$ cat config.mk
export PLATFORM = sky130hd
export DESIGN_NAME = pdvm_sqrt_cell
export DESIGN_NICKNAME = d
export VERILOG_FILES = /design/src/hdl/pdvm_pkg.sv /design/src/hdl/pdvm_sqrt_cell.sv
export SDC_FILE = /design/constraint.sdc
export NUM_CORES = 1
export LEC_CHECK = 0
export BUFFER_PORTS_ARGS = -buffer_cell sky130_fd_sc_hd__buf_2
export CORE_ASPECT_RATIO = 0.5
export CORE_MARGIN = 2
export CORE_UTILIZATION = 51
export CTS_CLUSTER_SIZE = 25
export DETAILED_ROUTE_END_ITERATION = 8
export GPL_ROUTABILITY_DRIVEN = 0
export GPL_TIMING_DRIVEN = 0
export PLACE_DENSITY_LB_ADDON = 0.25
export RECOVER_POWER = 50
export SETUP_SLACK_MARGIN = 0.15
export SYNTH_ARGS = -nofsm -noshare
export SYNTH_HDL_FRONTEND = slang
export SYNTH_SLANG_ARGS = --single-unit
export TNS_END_PERCENT = 30
$ cat constraint.sdc
create_clock -name clock -period 6.2 [get_ports clock]
set_clock_uncertainty 0.05 [all_clocks]
set_input_delay 0.93 -clock clock [delete_from_list [all_inputs] [get_ports clock]]
set_output_delay 0.93 -clock clock [all_outputs]
set_load 0.03 [all_outputs]
$ cat src/hdl/pdvm_pkg.sv
`timescale 1ns / 1ps
// ----------------------------------------------------------------------------
// Phase derivative variance map: shared package
// Types, register codes and default sizes used by every module of the block.
// ----------------------------------------------------------------------------
package pdvm_pkg;

   // Default sizes handed to the top level parameters.
   localparam int unsigned MAX_WIDTH_DEF  = 1024;
   localparam int unsigned PHASE_BITS_DEF = 16;

   // Fixed field widths.
   localparam int unsigned QUALITY_BITS = 16;
   localparam int unsigned WIDTH_BITS   = 11;
   localparam int unsigned HEIGHT_BITS  = 12;
   localparam int unsigned PADDR_BITS   = 3;
   localparam int unsigned PDATA_BITS   = 32;

   // Register file: byte address 4*index, index taken from address bit 2.
   localparam int unsigned REG_SEL_BIT = 2;
   localparam logic [0:0] REG_IMAGE_WIDTH  = 1'b0;
   localparam logic [0:0] REG_IMAGE_HEIGHT = 1'b1;

   localparam logic [WIDTH_BITS-1:0]  WIDTH_RESET  = 11'd640;
   localparam logic [HEIGHT_BITS-1:0] HEIGHT_RESET = 12'd480;

   // Control sideband that travels with each pixel down the pipeline.
   typedef struct packed {
      logic valid;       // stage holds a pixel
      logic has_first;   // pixel releases the result of the row above
      logic first_last;  // that result closes the pixel's results
      logic has_second;  // pixel is in the last row and adds its own zero
      logic eof;         // the second result ends the frame
   } pdvm_ctl_type;

endpackage

$ cat src/hdl/pdvm_sqrt_cell.sv
`timescale 1ns / 1ps
// ----------------------------------------------------------------------------
// Phase derivative variance map: square root cell
// One cell of the root chain. It settles one root bit from the next two
// radicand bits and hands the partial root and remainder to its neighbor.
// ----------------------------------------------------------------------------
module pdvm_sqrt_cell #(
   parameter int unsigned PHASE_BITS = pdvm_pkg::PHASE_BITS_DEF
) (
   input  logic                       clock,
   input  logic                       reset,
   input  logic                       adv,
   input  pdvm_pkg::pdvm_ctl_type     in_ctl,
   input  logic [2*PHASE_BITS-1:0]    in_rad,
   input  logic [PHASE_BITS+1:0]      in_rem,
   input  logic [PHASE_BITS-1:0]      in_root,
   output pdvm_pkg::pdvm_ctl_type     out_ctl,
   output logic [2*PHASE_BITS-1:0]    out_rad,
   output logic [PHASE_BITS+1:0]      out_rem,
   output logic [PHASE_BITS-1:0]      out_root
);
   import pdvm_pkg::*;

   localparam int unsigned RW = PHASE_BITS + 4;

   pdvm_ctl_type            ctl_ff;
   logic [2*PHASE_BITS-1:0] rad_ff, rad_in;
   logic [PHASE_BITS+1:0]   rem_ff, rem_in;
   logic [PHASE_BITS-1:0]   root_ff, root_in;
   logic [RW-1:0]           wide, trial;

   // Bring down two radicand bits and try 4*root+1 against the remainder.
   assign wide   = {in_rem, in_rad[2*PHASE_BITS-1 -: 2]};
   assign trial  = RW'({in_root, 2'b01});
   assign rad_in = in_rad << 2;

   always_comb begin
      if (wide >= trial) begin
         rem_in  = (PHASE_BITS + 2)'(wide - trial);
         root_in = {in_root[PHASE_BITS-2:0], 1'b1};
      end else begin
         rem_in  = (PHASE_BITS + 2)'(wide);
         root_in = {in_root[PHASE_BITS-2:0], 1'b0};
      end
   end

   always_ff @(posedge clock) begin
      if (reset) begin
         ctl_ff <= '0;
      end else if (adv) begin
         ctl_ff <= in_ctl;
      end
   end

   always_ff @(posedge clock) begin
      if (adv) begin
         rad_ff  <= rad_in;
         rem_ff  <= rem_in;
         root_ff <= root_in;
      end
   end

   assign out_ctl  = ctl_ff;
   assign out_rad  = rad_ff;
   assign out_rem  = rem_ff;
   assign out_root = root_ff;

endmodule

==> flow_metrics.py, run 1 <==
metrics = {
    "outcome": {
        "status": "finished, violations left",
        "violations": "max-capacitance violations, max-slew violations",
    },
    "final_layout": {
        "area_growth_pct": 33.8,
        "drive_gt1_frac": 0.459,
        "layout.nets": 477,
        "diodes": 0,
        "final_cells": 478,
        "final_common_cell": "buf_2",
        "layout_common_cells": "buf_2 (134), edfxtp_1 (64), inv_1 (19)",
    },
    "global_route": {
        "grt-ovfl-total": 0,
        "antenna_found_initial": 0,
        "grt_pass1_wl_mm": 10.6,
        "grt_max_degree": 66,
        "grtUsageTotal": 0.193,
        "grt_pass1_vias": 2276,
    },
    "hold_path": {
        "hold_class": "reg2reg",
    },
    "cts": {
        "cts_buffer_depth": 2,
        "cts-htree-levels": 3,
        "clock-sinks": 69,
        "ctsHoldBuffers": 0,
        "clk_latency_ns": 0.33,
        "cts_buffers": 9,
        "cts_root_buf": "clkbuf_16",
        "cts_setup_buffers": 0,
        "cts_tree": "yes",
        "cts_resized": 0,
        "clk_pin_slew_ns": 0.05,
    },
    "synth": {
        "syn_area_um2": 3290,
        "avgSynthCellArea_um2": 14.2,
        "netlist_instances": 231,
        "synthArstFlopShare": 0,
        "yosysWarnings": 0,
        "synth-seq-area-share": 0.614,
        "synth_cell_types": 46,
        "ys_ff_latch": 69,
        "synth_ff_type": "edfxtp_1",
        "synth_enable_flop_cells": 64,
    },
    "timing": {
        "period_needed_ns": 3.91,
        "worst_pin_slew_ns": 3.43,
        "fin_crit_sh": 0.630,
        "fmax_ghz": 0.256,
        "finalSetupTns_ns": 0,
        "setup_viol": 0,
        "drv_slew": 66,
        "slew_headroom": -1.29,
        "grt_setup_unrepaired": "false",
        "finalHoldViolCount": 0,
    },
    "routing": {
        "dr_wl_met3_um": 437,
        "first_pass_iters": 4,
        "wl_met2_mm": 3.51,
        "drc": 0,
        "ant_nets": 0,
        "drtIter0Drc": 131,
        "via_count": 2372,
        "vias_per_cell": 4.96,
        "drt-met1-wl_mm": 2.81,
        "top_layer": "met4",
        "finalWirelength_mm": 6.80,
        "routedWlPerCell_um": 14.2,
    },
    "floorplan": {
        "rows": 20,
        "die_area_um2": 7150,
        "start_util": 0.535,
        "core_area_um2": 6160,
        "io_pins": 145,
        "die-width_um": 118,
        "die_h_um": 60.8,
    },
    "worst_setup_path": {
        "cp.required_ns": 6.37,
        "slowest_stage": "clkbuf_1",
        "crit_buf_inv": 2,
        "cp_cell_sequence": "clkbuf_1 > clkbuf_1 > mux2i_1 > nor2_1",
        "crit_top_cell": "clkbuf_1",
        "path_max_fanout": 65,
        "crit_arrival_ns": 4.07,
        "cp-end-kind": "flip-flop",
        "criticalPathCategory": "in2reg",
        "slowest_delay_ns": 2.37,
        "crit_family": "buffers and inverters",
        "cp-start-kind": "input port",
    },
    "placement": {
        "io_buffers": 142,
        "placedCellCount": 462,
        "hpwl_mm": 5.01,
    },
    "power_and_ir_drop": {
        "power_density_nw_per_um2": 317,
        "peakVddDrop_mv": 0.119,
        "p_leak_nw": 1.96,
    },
    "flow_run": {
        "max_cap_viol_count": 1,
    },
}
-- power breakdown --
part | switching, mW | leakage [nW] | internal (mW)
Clock | 0.193 | 0.140 | 0.312
Combinational | 0.194 | 1.16 | 0.118
Sequential | 0.0106 | 0.668 | 0.567
Total | 0.398 | 1.96 | 0.997
-- per-stage QoR --
step / utilization / instance area (um2) / total power, mW / worst slack, ns / hold slack (ns)
finish: 0.715 / 4400 / 1.39 / 2.29 / 0.446
global route: 0.715 / 4400 / 1.45 / 1.95 / 0.478
CTS: 0.717 / 4420 / 1.41 / 3.14 / 0.447
detailed placement: 0.668 / 4120 / 0.899 / 2.80 / 0.433
global placement: 0.668 / 4120 / 0.891 / 2.81 / 0.422
floorplan: - / 3290 / 0.804 / 3.19 / 0.580
-- sequential cells by signal, summed over array words and instances, names as in the netlist --
name      flops
out_rem      18
out_root     16
out_rad      30
out_ctl       5
-- cells in the mapped netlist, types with 2 or more instances --
| cell | instances | area share |
|---|---|---|
| nor2_1 | 15 | 0.017 |
| o21a_1 | 3 | 0.0068 |
| nand3_1 | 2 | 0.0030 |
| a21oi_2 | 2 | 0.0053 |
| mux2_4 | 7 | 0.032 |
| buf_4 | 2 | 0.0046 |
| a211oi_2 | 2 | 0.0076 |
| a31oi_1 | 2 | 0.0038 |
| edfxtp_1 | 64 | 0.58 |
| xor2_1 | 4 | 0.011 |
| o21bai_1 | 2 | 0.0046 |
| mux2_2 | 9 | 0.031 |
| inv_1 | 19 | 0.022 |
| buf_2 | 2 | 0.0030 |
| a21oi_1 | 10 | 0.015 |
| o21ai_1 | 3 | 0.0046 |
| and3_1 | 2 | 0.0038 |
| nor3_1 | 2 | 0.0030 |
| o21ai_0 | 3 | 0.0046 |
| nand2b_1 | 2 | 0.0038 |
| nand4_1 | 2 | 0.0038 |
| ha_1 | 18 | 0.068 |
| nand2_1 | 10 | 0.011 |
| xnor2_1 | 13 | 0.035 |
| dfxtp_1 | 5 | 0.030 |
| mux2i_1 | 6 | 0.018 |
-- cells by family after synthesis --
kind of cell    after synthesis  share of synthesized area
other cells                   1                    0.00114
flops                        69                      0.614
mux                          22                     0.0810
xor+xnor                     17                     0.0452
buf+inv                      25                     0.0365
compound gates               40                     0.0970
fa+ha+maj                    18                     0.0684
simple gates                 39                     0.0563
-- layout make-up --
| type | count | area [um2] |
|---|---|---|
| Tap cell | 88 | 110 |
| Buffer | 6 | 48.8 |
| Multi-Input combinational cell | 138 | 1150 |
| Inverter | 19 | 71.3 |
| Timing Repair Buffer | 142 | 698 |
| Fill cell | 430 | 1750 |
| Clock buffer | 9 | 225 |
| Clock inverter | 7 | 75.1 |
| Sequential cell | 69 | 2020 |
-- path summary, 6_finish.rpt --
| path | cells past startpoint | from | endpoint | slack [ns] |
|---|---|---|---|---|
| hold / removal | 2 | out_ctl[1] | out_ctl[1] | 0.45 |
| hold reg to reg | 2 | out_ctl[1] | out_ctl[1] | 0.45 |
| setup reg to reg | 2 | out_ctl[0] | out_ctl[0] | 5.53 |
| setup / recovery | 4 | adv | out_ctl[0] | 2.29 |
-- metal layers --
metal | GRT usage | vias up
met2 | 0.367 | 95
met3 | 0.0639 | 5
met4 | 0.0671 | 0
li1 | - | 1163
met5 | 0 | -
met1 | 0.212 | 1109
-- tightest hold or removal path: stages, from the launching register on --
cell	delay [ns]
dfxtp_1	0.32
mux2i_1	0.07
nor2_1	0.07
Note: power is estimated with default switching activity, not from simulation.
==> run 2: changes to the inputs <==
Settings changed: CORE_UTILIZATION 51 to 47.
Clock period 6.2 ns to 3.8 ns, I/O delays scaled along.
==> run 2 against run 1 <==
The flow still finishes with violations (max-capacitance violations, max-slew violations). Largest cell class unchanged. Utilization is 5.8 points lower. Die area increased by 8.1%. Critical path type unchanged. Power is 64% higher. Worst setup slack lost 1.2 ns.
==> flow_metrics.py, run 2 (same netlist as run 1, synthesis figures left out) <==
metrics = {
    "global_route": {
        "grt_max_degree": 66,
        "grtUsageTotal": 0.172,
        "antenna_found_initial": 0,
        "grt-ovfl-total": 0,
        "grt_pass1_vias": 2214,
        "grt_pass1_wl_mm": 10.1,
    },
    "power_and_ir_drop": {
        "clkPwrFrac": 0.369,
        "p_seq_frac": 0.410,
        "cell_internal_pwr_mw": 1.66,
        "finalPower_mw": 2.29,
        "p_leak_nw": 1.97,
        "p_comb_frac": 0.221,
        "p_sw_uw": 636,
        "peakVddDrop_mv": 0.270,
        "p_sw_frac": 0.278,
        "power_density_nw_per_um2": 518,
    },
    "timing": {
        "slew_headroom": -0.0920,
        "fmax_ghz": 0.372,
        "setup_viol": 0,
        "grt_setup_unrepaired": "false",
        "drv_slew": 66,
        "finalHoldViolCount": 0,
        "worst_pin_slew_ns": 1.64,
        "period_needed_ns": 2.69,
        "finalSetupTns_ns": 0,
        "fin_crit_sh": 0.707,
    },
    "final_layout": {
        "area_growth_pct": 34.4,
        "diodes": 0,
        "drive_gt1_frac": 0.459,
        "final_area_um2": 4420,
        "final_common_cell": "buf_2",
        "layout.nets": 477,
        "largest_reg_flops": 30,
        "num-fill-cells": 533,
        "layout_common_cells": "buf_2 (133), edfxtp_1 (64), inv_1 (19)",
    },
    "floorplan": {
        "die_h_um": 63.2,
        "die-width_um": 122,
        "io_pins": 145,
        "die_area_um2": 7730,
        "start_util": 0.489,
        "rows": 21,
        "core_area_um2": 6730,
    },
    "cts": {
        "cts-htree-levels": 3,
        "ctsHoldBuffers": 0,
        "clk_latency_ns": 0.32,
        "cts_root_buf": "clkbuf_16",
        "clk_pin_slew_ns": 0.05,
        "clock-sinks": 69,
        "cts_buffers": 9,
        "cts_setup_buffers": 0,
        "cts_buffer_depth": 2,
        "cts_resized": 0,
        "cts_tree": "yes",
    },
    "worst_setup_path": {
        "crit_arrival_ns": 2.71,
        "cp.required_ns": 3.82,
        "criticalPathCategory": "in2reg",
        "r2r_start": "out_ctl[4]",
        "worstSetupEndpoint": "out_rem[11]",
        "ff2ff_path_depth": 2,
        "r2r_slack_ns": 3.14,
        "cp-end-kind": "flip-flop",
        "cp-start-kind": "input port",
        "worstReg2RegEnd": "out_ctl[4]",
        "crit_start": "in_root[0]",
        "path_max_fanout": 10,
    },
    "routing": {
        "drtIter0Drc": 145,
        "ant_nets": 0,
        "vias_per_cell": 4.83,
        "via_count": 2327,
        "routedWlPerCell_um": 13.9,
        "drc": 0,
        "finalWirelength_mm": 6.70,
        "first_pass_iters": 4,
    },
    "placement": {
        "hpwl_mm": 4.93,
        "post_dp_cell_area_um2": 4120,
        "io_buffers": 142,
    },
    "hold_path": {
        "hold_class": "in2reg",
    },
    "outcome": {
        "violations": "max-capacitance violations, max-slew violations",
        "status": "finished, violations left",
    },
    "flow_run": {
        "max_cap_viol_count": 1,
    },
}
## run 2: area by class of cell
cell class	count	area, um2	share of cell area
well taps	92	115	0.0260
plain buffers	6	48.8	0.0110
multi-input cells	138	1150	0.260
flip-flops and latches	69	2020	0.457
repair buffers	142	698	0.158
clock buffers	13	293	0.0662
clock inverters	3	23.8	0.00537
inverters	19	71.3	0.0161
## run 2: metal layers
layer / vias up / routed length, um / GRT usage
met2: 75 / 3300 / 0.288
met4: 0 / 93 / 0.0675
met1: 1086 / 2810 / 0.206
met3: 9 / 501 / 0.0571
met5: - / 0 / 0
li1: 1157 / - / -
## run 2: power groups by stage
stage / sequential (mW) / combinational, mW / clock (mW)
floorplan: 1.11 / 0.199 / 0
global placement: 0.953 / 0.502 / 0
detailed placement: 0.956 / 0.509 / 0
CTS: 0.941 / 0.512 / 0.863
global route: 0.948 / 0.543 / 0.894
finish: 0.940 / 0.506 / 0.845
## run 2: through the flow
step,std cells,utilization,hold WS [ns],worst slack (ns)
after floorplan,232,-,0.580,1.15
after global placement,466,0.613,0.428,0.764
after detailed placement,466,0.613,0.445,0.769
after CTS,482,0.660,0.358,1.11
after global routing,482,0.658,0.358,0.961
final,482,0.658,0.370,1.11
## run 2: worst min-delay path by stage
stage                    start    endpoint  slack [ns]  cells past startpoint
floorplan           out_ctl[0]  out_ctl[0]        0.58                      2
global placement    out_ctl[2]  out_ctl[2]        0.43                      2
detailed placement  out_ctl[0]  out_ctl[0]        0.45                      2
CTS                  in_rad[1]  out_rad[3]        0.36                      1
global route         in_rad[3]  out_rad[5]        0.36                      1
finish               in_rad[3]  out_rad[5]        0.37                      1
## run 2: critical path, stage by stage
cell	delay [ns]
clkbuf_1	0.10
inv_1	0.05
ha_1	0.34
nand2b_1	0.11
a211oi_2	0.21
a31oi_1	0.22
a21oi_2	0.18
nor2b_2	0.06
o21ai_4	0.37
buf_12	0.20
mux2_4	0.30
==> run 3: changes to the inputs <==
Settings changed: CORE_UTILIZATION 47 to 43.
Clock period 3.8 ns to 2.2 ns, I/O delays scaled along.
==> run 3 against run 2 <==
The flow now finishes without violations. Largest power group unchanged. Non-clock buffer count grew 27. Die area grew 8.8%. First-iteration DRC count shrank 48%. Utilization grew 3.3 points. Combinational power grew 120%. Critical path depth shrank 1. Clock power grew 69%. Sequential power grew 72%. Clock-buffer cell count shrank 4. Worst setup slack lost 1.1 ns. Via count grew 8.1%.
==> flow_metrics.py, run 3 (same netlist as run 1, synthesis figures left out) <==
metrics = {
    "outcome": {
        "status": "complete, no violations",
    },
    "global_route": {
        "grt_pass1_vias": 2587,
        "grt-ovfl-total": 0,
        "grt_max_degree": 66,
        "antenna_found_initial": 0,
        "grtUsageTotal": 0.195,
        "grt_pass1_wl_mm": 12.5,
    },
    "timing": {
        "finalHoldViolCount": 0,
        "fmax_ghz": 0.458,
        "drv_slew": 0,
        "hold_ws_ns": 0.126,
        "period_needed_ns": 2.18,
        "slew_headroom": 0.449,
        "fin_crit_sh": 0.992,
        "setup_viol": 0,
        "grt_setup_unrepaired": "true",
        "worst_pin_slew_ns": 0.827,
    },
    "routing": {
        "finalWirelength_mm": 8.12,
        "drtIter0Drc": 76,
        "drc": 0,
        "via_count": 2515,
        "routedWlPerCell_um": 15.8,
        "vias_per_cell": 4.90,
        "ant_nets": 0,
        "first_pass_iters": 4,
    },
    "cts": {
        "cts_buffers": 9,
        "cts_root_buf": "clkbuf_16",
        "cts_tree": "yes",
        "clock-sinks": 69,
        "clk_pin_slew_ns": 0.06,
        "clk_latency_ns": 0.32,
        "cts_buffer_depth": 2,
        "cts-htree-levels": 3,
    },
    "final_layout": {
        "final_common_cell": "buf_2",
        "final_cells": 513,
        "drive_gt1_frac": 0.604,
        "area_growth_pct": 54.8,
        "layout_common_cells": "buf_2 (132), edfxtp_1 (64), buf_4 (23)",
        "seqCellArea_um2": 2020,
        "diodes": 0,
        "num-fill-cells": 530,
        "multiInputGateArea_um2": 1470,
        "layout.nets": 504,
        "largest_reg_flops": 30,
    },
    "worst_setup_path": {
        "crit_family": "compound AO/OA/AOI/OAI gates",
        "slowest_stage": "mux2_4",
        "cp-end-kind": "flip-flop",
        "criticalPathCategory": "in2reg",
        "slowest_delay_ns": 0.30,
        "cp.required_ns": 2.23,
        "r2r_slack_ns": 1.52,
        "crit_buf_inv": 3,
        "path_max_fanout": 5,
        "cp_cell_sequence": "buf_6 > ha_4 > a21o_1 > o21bai_4 > a311oi_2 > nor2b_4 > o21ai_4 > buf_6 > buf_12 > mux2_4",
        "crit_arrival_ns": 2.21,
        "cp-start-kind": "input port",
        "crit_top_cell": "buf_6",
    },
    "placement": {
        "hpwl_mm": 5.01,
        "placedCellCount": 470,
        "io_buffers": 142,
    },
    "floorplan": {
        "die-width_um": 128,
        "rows": 22,
        "core_area_um2": 7380,
        "die_area_um2": 8410,
        "start_util": 0.446,
        "io_pins": 145,
        "die_h_um": 65.9,
    },
    "hold_path": {
        "hold_class": "in2reg",
    },
    "power_and_ir_drop": {
        "power_density_nw_per_um2": 822,
        "peakVddDrop_mv": 0.372,
        "p_leak_nw": 2.24,
    },
    "flow_run": {
        "max_cap_viol_count": 0,
    },
}
-- run 3: cell count changes in the layout (fill, tap and decap cells not counted), sizes merged --
cell      before  now
buf          136  174
clkinvlp       2    1
bufinv         0    1
clkinv         1    5
clkbuf        25   10
-- run 3: per-layer routing --
layer	wire length, um	track usage
met5	0	0
met4	156	0.0769
met2	4100	0.348
met1	3370	0.225
met3	501	0.0558
-- run 3: power by group --
part / switching, mW / internal [mW]
sequential: 0.0292 / 1.59
combinational: 0.634 / 0.497
clock: 0.551 / 0.880
-- run 3: metrics by stage --
step           total power, mW  setup TNS (ns)  area, um2  setup slack, ns  utilization
4_1_cts                   4.17               0       5000           0.0645        0.678
3_5_place_dp              2.55           -9.14       4180           -0.582        0.566
3_3_place_gp              2.53           -8.32       4180           -0.545        0.566
6_report                  4.18               0       5090           0.0167        0.690
2_1_floorplan             2.28           -1.82       3350           -0.175            -
5_1_grt                   4.34          -0.467       5090          -0.0365        0.690
-- run 3: final cells by class --
class,instances,area share
Buffer,6,0.0120
Clock buffer,9,0.0442
Clock inverter,7,0.0150
Inverter,19,0.0155
Multi-Input combinational cell,138,0.289
Sequential cell,69,0.397
Tap cell,96,0.0236
Timing Repair Buffer,169,0.203
-- run 3: path summary, 6_finish.rpt --
path / start / endpoint / cells past startpoint
max: in_rem[9] / out_rem[16] / 10
min: in_root[1] / out_root[2] / 1
max reg2reg: out_ctl[0] / out_ctl[0] / 2
min reg2reg: out_ctl[1] / out_ctl[1] / 2
-- run 3: timing repair --
action,4_1_cts,5_1_grt
gates cloned,1,0
setup buffers,22,4
setup endpoints to repair,18,18
pin swaps,21,10
hold buffers,0,0
gates resized for setup,66,14
hold endpoints to repair,0,0
